[src/rtl/swpw_pkg.sv]
// Shared types and constants for the single-wire pulse-width transactor.
package swpw_pkg;

    localparam int LINE_COUNT_DEF = 4;
    localparam int DATA_BITS_DEF  = 8;
    localparam int PHASE_W        = 5;
    localparam int BYTE_W         = 8;

    // long symbols hold for four ticks, rest adds three high ticks
    localparam logic [1:0] LONG_MAX = 2'd3;
    localparam logic [1:0] REST_MAX = 2'd2;

    localparam logic REQ_START = 1'b0;
    localparam logic REQ_TICK  = 1'b1;

    typedef enum logic [1:0] {
        OP_DATA_WR = 2'd0,
        OP_DATA_RD = 2'd1,
        OP_ADDR_WR = 2'd2,
        OP_ADDR_RD = 2'd3
    } t_op;

    typedef enum logic [PHASE_W-1:0] {
        PH_IDLE   = 5'd0,
        PH_PRE    = 5'd1,
        PH_START1 = 5'd2,
        PH_START2 = 5'd3,
        PH_ADDR   = 5'd4,
        PH_SLOW   = 5'd5,
        PH_OP1    = 5'd6,
        PH_OP0    = 5'd7,
        PH_INCR   = 5'd8,
        PH_WDATA  = 5'd9,
        PH_END    = 5'd10,
        PH_RLOW   = 5'd11,
        PH_RREL   = 5'd12,
        PH_RWAIT  = 5'd13,
        PH_RSAMP  = 5'd14,
        PH_RSTORE = 5'd15,
        PH_RREST  = 5'd16
    } t_phase;

    typedef struct packed {
        logic       req_type;
        logic [1:0] bus_index;
        logic [1:0] op_code;
        logic [7:0] write_byte;
        logic       line_sample;
    } t_req;

    typedef struct packed {
        logic       line_level;
        logic       line_drive;
        logic [1:0] line_select;
        logic       accepted;
        logic       busy_res;
        logic       done_res;
        logic [7:0] read_byte;
    } t_res;

endpackage

[src/rtl/swpw_if.sv]
// Request and result channel interfaces (valid/ready with payload).
interface swpw_req_if;
    logic       valid;
    logic       ready;
    logic       req_type;
    logic [1:0] bus_index;
    logic [1:0] op_code;
    logic [7:0] write_byte;
    logic       line_sample;

    modport source (output valid, req_type, bus_index, op_code, write_byte, line_sample,
                    input ready);
    modport sink   (input valid, req_type, bus_index, op_code, write_byte, line_sample,
                    output ready);
endinterface

interface swpw_res_if;
    logic       valid;
    logic       ready;
    logic       line_level;
    logic       line_drive;
    logic [1:0] line_select;
    logic       accepted;
    logic       busy_res;
    logic       done_res;
    logic [7:0] read_byte;

    modport source (output valid, line_level, line_drive, line_select, accepted, busy_res,
                    done_res, read_byte, input ready);
    modport sink   (input valid, line_level, line_drive, line_select, accepted, busy_res,
                    done_res, read_byte, output ready);
endinterface

[src/rtl/swpw_in_stage.sv]
// Input register for incoming requests.
module swpw_in_stage (
    input  logic            i_clk,
    input  logic            i_rst_n,
    swpw_req_if.sink        i_req,
    input  logic            i_take,
    output logic            o_valid,
    output swpw_pkg::t_req  o_req
);
    import swpw_pkg::*;

    logic r_valid;
    t_req r_req;

    assign i_req.ready = !r_valid || i_take;
    assign o_valid     = r_valid;
    assign o_req       = r_req;

    always_ff @(posedge i_clk) begin
        if (!i_rst_n) begin
            r_valid <= 1'b0;
        end else if (i_req.valid && i_req.ready) begin
            r_valid <= 1'b1;
        end else if (i_take) begin
            r_valid <= 1'b0;
        end
    end

    always_ff @(posedge i_clk) begin
        if (i_req.valid && i_req.ready) begin
            r_req.req_type    <= i_req.req_type;
            r_req.bus_index   <= i_req.bus_index;
            r_req.op_code     <= i_req.op_code;
            r_req.write_byte  <= i_req.write_byte;
            r_req.line_sample <= i_req.line_sample;
        end
    end
endmodule

[src/rtl/swpw_engine.sv]
// Frame sequencer: bus state and next-state/result logic for one request.
module swpw_engine #(
    parameter int LINE_COUNT = swpw_pkg::LINE_COUNT_DEF,
    parameter int DATA_BITS  = swpw_pkg::DATA_BITS_DEF
) (
    input  logic            i_clk,
    input  logic            i_rst_n,
    input  logic            i_fire,
    input  swpw_pkg::t_req  i_req,
    output swpw_pkg::t_res  o_res
);
    import swpw_pkg::*;

    localparam int BP_W = $clog2(DATA_BITS + 1);
    localparam int EXT_W = (DATA_BITS > BYTE_W) ? DATA_BITS : BYTE_W;

    t_phase                r_phase, n_phase;
    logic                  r_half, n_half;
    logic [1:0]            r_lsc, n_lsc;
    logic [1:0]            r_rest, n_rest;
    logic [BP_W-1:0]       r_bitpos, n_bitpos;
    logic [DATA_BITS-1:0]  r_shift, n_shift;
    logic [1:0]            r_op, n_op;
    logic [1:0]            r_line, n_line;
    logic                  r_samp, n_samp;
    logic                  r_level, n_level;
    logic                  r_drive, n_drive;

    logic                  w_rd;
    logic                  w_samp;
    logic                  w_one;
    logic                  w_wbit;
    t_phase                w_hdr_next;
    t_phase                w_after_bit;
    logic [BP_W-1:0]       w_bitpos_inc;
    logic [DATA_BITS-1:0]  w_shifted;
    logic [DATA_BITS-1:0]  w_mask;
    logic [EXT_W-1:0]      w_wb_ext;
    logic [EXT_W-1:0]      w_sh_ext;

    assign w_rd         = r_op[0];
    assign w_samp       = (r_phase == PH_RSAMP && r_half) ? i_req.line_sample : r_samp;
    assign w_one        = ((r_phase == PH_OP1) && r_op[1]) || ((r_phase == PH_OP0) && r_op[0]);
    assign w_shifted    = r_shift >> r_bitpos;
    assign w_wbit       = w_shifted[0];
    assign w_mask       = DATA_BITS'(1) << r_bitpos;
    assign w_bitpos_inc = r_bitpos + BP_W'(1);
    assign w_wb_ext     = EXT_W'(i_req.write_byte);
    assign w_sh_ext     = EXT_W'(r_shift);
    assign w_after_bit  = (r_bitpos < BP_W'(DATA_BITS)) ? PH_RLOW : PH_END;
    assign w_hdr_next   = (r_phase == PH_INCR) ? (w_rd ? PH_RLOW : PH_WDATA)
                                               : t_phase'(PHASE_W'(r_phase) + PHASE_W'(1));

    always_ff @(posedge i_clk) begin
        if (!i_rst_n) begin
            r_phase  <= PH_IDLE;
            r_half   <= 1'b0;
            r_lsc    <= '0;
            r_rest   <= '0;
            r_bitpos <= '0;
            r_shift  <= '0;
            r_op     <= '0;
            r_line   <= '0;
            r_samp   <= 1'b0;
            r_level  <= 1'b0;
            r_drive  <= 1'b0;
        end else if (i_fire) begin
            r_phase  <= n_phase;
            r_half   <= n_half;
            r_lsc    <= n_lsc;
            r_rest   <= n_rest;
            r_bitpos <= n_bitpos;
            r_shift  <= n_shift;
            r_op     <= n_op;
            r_line   <= n_line;
            r_samp   <= n_samp;
            r_level  <= n_level;
            r_drive  <= n_drive;
        end
    end

    always_comb begin
        n_phase  = r_phase;
        n_half   = r_half;
        n_lsc    = r_lsc;
        n_rest   = r_rest;
        n_bitpos = r_bitpos;
        n_shift  = r_shift;
        n_op     = r_op;
        n_line   = r_line;
        n_samp   = r_samp;
        n_level  = r_level;
        n_drive  = r_drive;
        o_res.accepted  = 1'b0;
        o_res.done_res  = 1'b0;
        o_res.read_byte = '0;

        if (i_req.req_type == REQ_START) begin
            if (r_phase == PH_IDLE && 32'(i_req.bus_index) < 32'(LINE_COUNT)) begin
                o_res.accepted = 1'b1;
                n_line   = i_req.bus_index;
                n_op     = i_req.op_code;
                n_shift  = i_req.op_code[0] ? '0 : w_wb_ext[DATA_BITS-1:0];
                n_bitpos = '0;
                n_half   = 1'b0;
                n_lsc    = '0;
                n_rest   = '0;
                n_samp   = 1'b0;
                n_level  = 1'b1;
                n_drive  = 1'b1;
                n_phase  = PH_PRE;
            end
        end else if (r_phase != PH_IDLE) begin
            n_samp = w_samp;
            case (r_phase)
                PH_PRE: begin
                    n_phase = PH_START1;
                end
                PH_START1, PH_START2, PH_ADDR, PH_SLOW, PH_OP1, PH_OP0, PH_INCR: begin
                    // header levels alternate, starting high on an even phase code
                    n_level = ~r_phase[0];
                    n_drive = 1'b1;
                    if (w_one && r_lsc < LONG_MAX) begin
                        n_lsc = r_lsc + 2'd1;
                    end else begin
                        n_lsc = '0;
                        if (w_rd && !r_half) begin
                            n_half = 1'b1;
                        end else begin
                            n_half  = 1'b0;
                            n_phase = w_hdr_next;
                        end
                    end
                end
                PH_WDATA: begin
                    n_level = r_bitpos[0];
                    n_drive = 1'b1;
                    if (w_wbit && r_lsc < LONG_MAX) begin
                        n_lsc = r_lsc + 2'd1;
                    end else begin
                        n_lsc    = '0;
                        n_bitpos = w_bitpos_inc;
                        if (w_bitpos_inc >= BP_W'(DATA_BITS)) begin
                            n_phase = PH_END;
                        end
                    end
                end
                PH_END: begin
                    n_level = 1'b0;
                    n_drive = 1'b1;
                    n_phase = PH_IDLE;
                    o_res.done_res  = 1'b1;
                    o_res.read_byte = w_rd ? w_sh_ext[BYTE_W-1:0] : '0;
                end
                PH_RLOW: begin
                    n_half = ~r_half;
                    if (!r_half) begin
                        n_level = 1'b0;
                        n_drive = 1'b1;
                    end else begin
                        n_phase = PH_RREL;
                    end
                end
                PH_RREL: begin
                    n_half = ~r_half;
                    if (!r_half) begin
                        n_level = 1'b0;
                        n_drive = 1'b0;
                    end else begin
                        n_phase = PH_RWAIT;
                    end
                end
                PH_RWAIT: begin
                    n_half = ~r_half;
                    if (r_half) begin
                        n_phase = PH_RSAMP;
                    end
                end
                PH_RSAMP: begin
                    n_half = ~r_half;
                    if (r_half) begin
                        // echo the level just sampled
                        n_level = w_samp;
                        n_drive = 1'b1;
                        n_phase = PH_RSTORE;
                    end
                end
                PH_RSTORE: begin
                    n_half = ~r_half;
                    if (!r_half) begin
                        n_shift  = w_samp ? (r_shift | w_mask) : (r_shift & ~w_mask);
                        n_bitpos = w_bitpos_inc;
                    end else if (!w_samp) begin
                        n_phase = PH_RREST;
                    end else begin
                        n_phase = w_after_bit;
                    end
                end
                PH_RREST: begin
                    n_level = 1'b1;
                    n_drive = 1'b1;
                    if (r_rest < REST_MAX) begin
                        n_rest = r_rest + 2'd1;
                    end else begin
                        n_rest  = '0;
                        n_phase = w_after_bit;
                    end
                end
                default: begin
                end
            endcase
        end

        o_res.line_level  = n_drive & n_level;
        o_res.line_drive  = n_drive;
        o_res.line_select = n_line;
        o_res.busy_res    = (n_phase != PH_IDLE);
    end
endmodule

[src/rtl/swpw_out_stage.sv]
// Result register driving the result channel.
module swpw_out_stage (
    input  logic            i_clk,
    input  logic            i_rst_n,
    input  logic            i_load,
    input  swpw_pkg::t_res  i_res,
    output logic            o_can_load,
    swpw_res_if.source      o_res
);
    import swpw_pkg::*;

    logic r_valid;
    t_res r_res;

    assign o_can_load = !r_valid || o_res.ready;

    always_ff @(posedge i_clk) begin
        if (!i_rst_n) begin
            r_valid <= 1'b0;
        end else if (i_load) begin
            r_valid <= 1'b1;
        end else if (o_res.ready) begin
            r_valid <= 1'b0;
        end
    end

    always_ff @(posedge i_clk) begin
        if (i_load) begin
            r_res <= i_res;
        end
    end

    assign o_res.valid       = r_valid;
    assign o_res.line_level  = r_res.line_level;
    assign o_res.line_drive  = r_res.line_drive;
    assign o_res.line_select = r_res.line_select;
    assign o_res.accepted    = r_res.accepted;
    assign o_res.busy_res    = r_res.busy_res;
    assign o_res.done_res    = r_res.done_res;
    assign o_res.read_byte   = r_res.read_byte;
endmodule

[src/rtl/single_wire_pulse_width_transactor_core.sv]
// Tick-driven single-wire pulse-width bus master: one result per request, one request per
// clock while the result channel is not stalled. A request is registered on entry, the frame
// sequencer computes the new bus state and result in one pass, and the result is registered
// on exit; the request register can hold the next request while a result waits to be taken.
// Start requests accepted while idle load the operation and drive the chosen wire high; each
// tick request advances the frame (header symbols, opcode bits, increment symbol, then the
// data bits of a write or the sampled bits of a read) and the final tick reports done, with
// the assembled byte on reads.
module single_wire_pulse_width_transactor_core #(
    parameter int LINE_COUNT = swpw_pkg::LINE_COUNT_DEF,
    parameter int DATA_BITS  = swpw_pkg::DATA_BITS_DEF
) (
    input  logic        i_clk,
    input  logic        i_rst_n,
    swpw_req_if.sink    i_req,
    swpw_res_if.source  o_res
);
    import swpw_pkg::*;

    logic w_in_valid;
    t_req w_req;
    t_res w_res;
    logic w_can_load;
    logic w_fire;

    assign w_fire = w_in_valid && w_can_load;

    swpw_in_stage u_in (
        .i_clk   (i_clk),
        .i_rst_n (i_rst_n),
        .i_req   (i_req),
        .i_take  (w_fire),
        .o_valid (w_in_valid),
        .o_req   (w_req)
    );

    swpw_engine #(
        .LINE_COUNT (LINE_COUNT),
        .DATA_BITS  (DATA_BITS)
    ) u_engine (
        .i_clk   (i_clk),
        .i_rst_n (i_rst_n),
        .i_fire  (w_fire),
        .i_req   (w_req),
        .o_res   (w_res)
    );

    swpw_out_stage u_out (
        .i_clk      (i_clk),
        .i_rst_n    (i_rst_n),
        .i_load     (w_fire),
        .i_res      (w_res),
        .o_can_load (w_can_load),
        .o_res      (o_res)
    );
endmodule

[src/flat_wrapper.sv]
// flat-port wrapper written by rule: the top's interface ports become plain ports
module single_wire_pulse_width_transactor_core_flat import swpw_pkg::*;
#(
    parameter int LINE_COUNT = swpw_pkg::LINE_COUNT_DEF,
    parameter int DATA_BITS  = swpw_pkg::DATA_BITS_DEF
)
  (i_clk, i_rst_n, i_req_valid, i_req_req_type, i_req_bus_index, i_req_op_code, i_req_write_byte, i_req_line_sample, i_req_ready, o_res_valid, o_res_line_level, o_res_line_drive, o_res_line_select, o_res_accepted, o_res_busy_res, o_res_done_res, o_res_read_byte, o_res_ready);
  swpw_req_if i_req_i ();
  swpw_res_if o_res_i ();
  input  logic i_clk;
  input  logic i_rst_n;
  input wire logic [$bits(i_req_i.valid)-1:0] i_req_valid;
  input wire logic [$bits(i_req_i.req_type)-1:0] i_req_req_type;
  input wire logic [$bits(i_req_i.bus_index)-1:0] i_req_bus_index;
  input wire logic [$bits(i_req_i.op_code)-1:0] i_req_op_code;
  input wire logic [$bits(i_req_i.write_byte)-1:0] i_req_write_byte;
  input wire logic [$bits(i_req_i.line_sample)-1:0] i_req_line_sample;
  output wire logic [$bits(i_req_i.ready)-1:0] i_req_ready;
  output wire logic [$bits(o_res_i.valid)-1:0] o_res_valid;
  output wire logic [$bits(o_res_i.line_level)-1:0] o_res_line_level;
  output wire logic [$bits(o_res_i.line_drive)-1:0] o_res_line_drive;
  output wire logic [$bits(o_res_i.line_select)-1:0] o_res_line_select;
  output wire logic [$bits(o_res_i.accepted)-1:0] o_res_accepted;
  output wire logic [$bits(o_res_i.busy_res)-1:0] o_res_busy_res;
  output wire logic [$bits(o_res_i.done_res)-1:0] o_res_done_res;
  output wire logic [$bits(o_res_i.read_byte)-1:0] o_res_read_byte;
  input wire logic [$bits(o_res_i.ready)-1:0] o_res_ready;
  assign i_req_i.valid = i_req_valid;
  assign i_req_i.req_type = i_req_req_type;
  assign i_req_i.bus_index = i_req_bus_index;
  assign i_req_i.op_code = i_req_op_code;
  assign i_req_i.write_byte = i_req_write_byte;
  assign i_req_i.line_sample = i_req_line_sample;
  assign i_req_ready = i_req_i.ready;
  assign o_res_valid = o_res_i.valid;
  assign o_res_line_level = o_res_i.line_level;
  assign o_res_line_drive = o_res_i.line_drive;
  assign o_res_line_select = o_res_i.line_select;
  assign o_res_accepted = o_res_i.accepted;
  assign o_res_busy_res = o_res_i.busy_res;
  assign o_res_done_res = o_res_i.done_res;
  assign o_res_read_byte = o_res_i.read_byte;
  assign o_res_i.ready = o_res_ready;
  single_wire_pulse_width_transactor_core #(.LINE_COUNT(LINE_COUNT), .DATA_BITS(DATA_BITS)) u_core (.i_clk(i_clk), .i_rst_n(i_rst_n), .i_req(i_req_i), .o_res(o_res_i));
endmodule
[config.mk]
export PLATFORM = sky130hd
export DESIGN_NAME = single_wire_pulse_width_transactor_core_flat
export DESIGN_NICKNAME = d
export VERILOG_FILES = /design/src/rtl/swpw_pkg.sv /design/src/rtl/swpw_if.sv /design/src/rtl/swpw_in_stage.sv /design/src/rtl/swpw_engine.sv /design/src/rtl/swpw_out_stage.sv /design/src/rtl/single_wire_pulse_width_transactor_core.sv /design/src/flat_wrapper.sv
export SDC_FILE = /design/constraint.sdc
export NUM_CORES = 1
export LEC_CHECK = 0
export ABC_AREA = 1
export BUFFER_PORTS_ARGS = -buffer_cell sky130_fd_sc_hd__buf_2
export CAP_MARGIN = 10
export CORE_ASPECT_RATIO = 1.2
export CORE_MARGIN = 10
export CORE_UTILIZATION = 59
export DETAILED_ROUTE_END_ITERATION = 10
export HOLD_SLACK_MARGIN = 0.08
export PLACE_DENSITY = 0.87
export REMOVE_ABC_BUFFERS = 1
export SYNTH_ARGS = -nofsm -noshare
export SYNTH_HDL_FRONTEND = slang
export SYNTH_SLANG_ARGS = --single-unit
[constraint.sdc]
create_clock -name i_clk -period 2.73 [get_ports i_clk]
set_input_delay 0.546 -clock i_clk [delete_from_list [all_inputs] [get_ports i_clk]]
set_output_delay 0.546 -clock i_clk [all_outputs]
set_load 0.005 [all_outputs]
==> out/results.txt <==
vias in the first global route = 3,571
Sw Pwr = 730 uW
WHS = 0.366 ns
Tot GR Track Use = 21.2%
Clk network pwr share = 39.7%
Leak Pwr = 1.86 nW
Int Pwr = 1.75 mW
Starting Density = 60.1%
Slew @ Worst Pin = 0.731 ns
Bufs on Longest Clock Path = 2
hold_sp = i_req_write_byte[5]
routed wire length = 10,300 microns
cts hold-fix bufs = 0
sw frac = 29.4%
antenna-violating nets left = 0
Worst setup EP type = flop
via count = 3,646
Reg2Reg Setup Slack = 0.20 ns
highest clock rate = 395 MHz
count of different cell masters after synthesis = 36
htree depth = 3
Crit Reg-Reg Startpoint = u_core.u_engine.r_phase[2]$_SDFFE_PN0P_
count of final setup violators = 0
Mapped Area = 0.00361 sq mm
Hold Path Depth = 1
FF-to-FF path depth = 13
Final Power = 2.48 mW
die span in y = 106 microns
fillers = 491
WP data required = 2.84 ns
VDD IR max = 0.464 mV
Cells after Synth = 501
async set-reset flop share out of synthesis = 0%
Area after DPL = 0.00389 sq mm
Slew Viols, Final = 0
top post-synthesis cells by area = edfxtp_1 (24%), dfxtp_1 (17%), nand2_1 (14%)
Post-synth EDFFs = 29
wire per inst = 16.4 microns
clock sink total = 60
# IOs = 35
Die X = 91.4 microns
largest net degree at the start of global routing = 21
initial antenna violation count = 0
Hold Path Class = input pin to flop
sequential-to-total area share from yosys stat = 41.3%
status = complete, no violations
hold-critical path endpoint = u_core.u_in.o_req[6]$_DFFE_PP_
CTS root buf = clkbuf_8
area share of the largest cell type after synthesis = 24.1%
number of diodes = 0
first-pass GRT wire length = 16,700 microns
CP Launch Type = flop
Sequential Power Share = 42.3%
CTS tree = yes
CTS Buf Count = 9
clock skew = 0.0104 ns
Main synth FF type = dfxtp_1
CTS clk-pin slew, worst paths = 0.07 ns
# rows = 31
design area = 0.00414 sq mm
post-synthesis cell type with the largest combined area = edfxtp_1
P per Cell Area = 599 mW/mm^2
Syn-to-layout area delta = 14.5%
Mean Syn Cell Area = 7.21 sq um
layout cells sized above 1 = 15.6%
drt first pass iters = 9
setup_tns = 0 ns
Fin. Hold Viols = 0
Comb power frac = 18.0%
CP max FO = 9
worst path arrival time = 2.64 ns
max_slew headroom = 51.2%
die area = 0.00967 sq mm
Worst R2R End = u_core.u_out.o_res.busy_res$_DFFE_PP_
drc violations = 0
Core ar. = 0.00601 sq mm
Worst Setup Path Type = flop to flop
max-cap violations = 0
Skew-Pair Late Insertion Delay = 0.35 ns
fin crit period = 2.53 ns
buffers added on ports = 34
hpwl dp = 7540 microns
Synth warnings = 0
grt ovf = 0
gpl congestion = 1.04
RSZ-0062 raised after global routing = no
fin nets = 574
Avg Vias per Cell = 5.81
Final Cycle Share = 92.7%
#FFs+latches synth = 60
1st-iter DRT viols = 440
-- area by class of cell --
type	instances	area, sq um	share of cell area [%]
tap	82	103	2.48
inverter	60	228	5.50
multi-input combinational	368	1840	44.6
sequential	60	1490	36.1
timing repair buffer	42	230	5.56
clock buffer	9	124	2.99
clock inverter	7	115	2.78
-- layout by cell type (no fill, tap or decap), types with 9 or more instances in the layout --
cell type | netlist | layout
buf_2 | 1 | 34
inv_1 | 53 | 51
clkbuf_8 | 0 | 9
o21ai_0 | 26 | 26
nand2_1 | 132 | 132
ha_1 | 15 | 15
nand3_1 | 39 | 39
edfxtp_1 | 29 | 29
nor2_1 | 64 | 63
nor3_1 | 10 | 10
a21oi_1 | 36 | 35
dfxtp_1 | 31 | 29
-- worst max path at each step --
| stage | to | from |
|---|---|---|
| final | u_core.u_out.o_res.busy_res$_DFFE_PP_ | u_core.u_engine.r_phase[2]$_SDFFE_PN0P_ |
| after global routing | u_core.u_out.o_res.busy_res$_DFFE_PP_ | u_core.u_engine.r_phase[2]$_SDFFE_PN0P_ |
| after CTS | flop | u_core.u_engine.r_phase[0]$_SDFFE_PN0P_ |
| after detailed placement | flop | u_core.u_engine.r_phase[0]$_SDFFE_PN0P_ |
| after global placement | flop | u_core.u_engine.r_phase[0]$_SDFFE_PN0P_ |
| after floorplan | flop | o_res_ready |
-- cells in the mapped netlist (2+ instances only) --
| library cell | instances |
|---|---|
| a211oi_1 | 5 |
| a21oi_1 | 36 |
| a221oi_1 | 5 |
| a311oi_1 | 2 |
| a31oi_1 | 4 |
| buf_1 | 2 |
| clkbuf_1 | 8 |
| dfxtp_1 | 31 |
| edfxtp_1 | 29 |
| ha_1 | 15 |
| inv_1 | 53 |
| inv_2 | 5 |
| nand2_1 | 132 |
| nand2_2 | 4 |
| nand3_1 | 39 |
| nand3_2 | 2 |
| nand4_1 | 2 |
| nor2_1 | 64 |
| nor2_2 | 6 |
| nor2_4 | 3 |
| nor3_1 | 10 |
| o211ai_1 | 2 |
| o21ai_0 | 26 |
| o31ai_1 | 3 |
| xor2_1 | 2 |
-- per-stage QoR --
| stage | std cells | setup slack (ns) | utilization [%] |
|---|---|---|---|
| after global routing | 628 | 0.0213 | 68.8 |
| after detailed placement | 612 | 0.120 | 64.7 |
| after CTS | 628 | 0.00274 | 68.7 |
| after global placement | 612 | 0.182 | 64.7 |
| after floorplan | 488 | -0.124 | - |
| final | 628 | 0.199 | 68.8 |
-- routing by layer --
| metal | vias to the layer above | track usage, % | part of all wire, % |
|---|---|---|---|
| li1 | 1738 | - | - |
| met5 | - | 0 | 0 |
| met4 | 0 | 13.0 | 3.8 |
| met1 | 1655 | 23.9 | 39 |
| met2 | 209 | 35.4 | 49 |
| met3 | 44 | 5.04 | 7.8 |
-- what timing repair did --
| item | in CTS | in global routing |
|---|---|---|
| setup buffers | 0 | 0 |
| setup endpoints to repair | 0 | 13 |
| gates resized for setup | 0 | 6 |
| hold endpoints to repair | 0 | 0 |
-- critical path: stages (launching register included) --
cell     delay [ns]
dfxtp_1        0.60
inv_1          0.21
nor2_1         0.31
nand3_1        0.13
nand2_1        0.11
nand2_1        0.21
a21oi_1        0.19
nor2_1         0.06
nor2_1         0.09
nand3_1        0.08
nand2_1        0.08
nand2_1        0.06
nor2_1         0.08
nand2_1        0.06
-- kinds of logic after synthesis --
logic type	synth area share, %
compound gates	14.0
xor+xnor	0.485
fa+ha+maj	5.19
buf+inv	8.00
flops	41.3
simple gates	31.1
-- power by group through the flow --
stage	logic [mW]	clock network (mW)	registers, mW
floorplan	0.293	0	1.06
global placement	0.430	0	1.06
detailed placement	0.434	0	1.07
CTS	0.436	0.984	1.05
global route	0.498	1.02	1.05
finish	0.447	0.984	1.05
(Power assumes the default switching activity.)
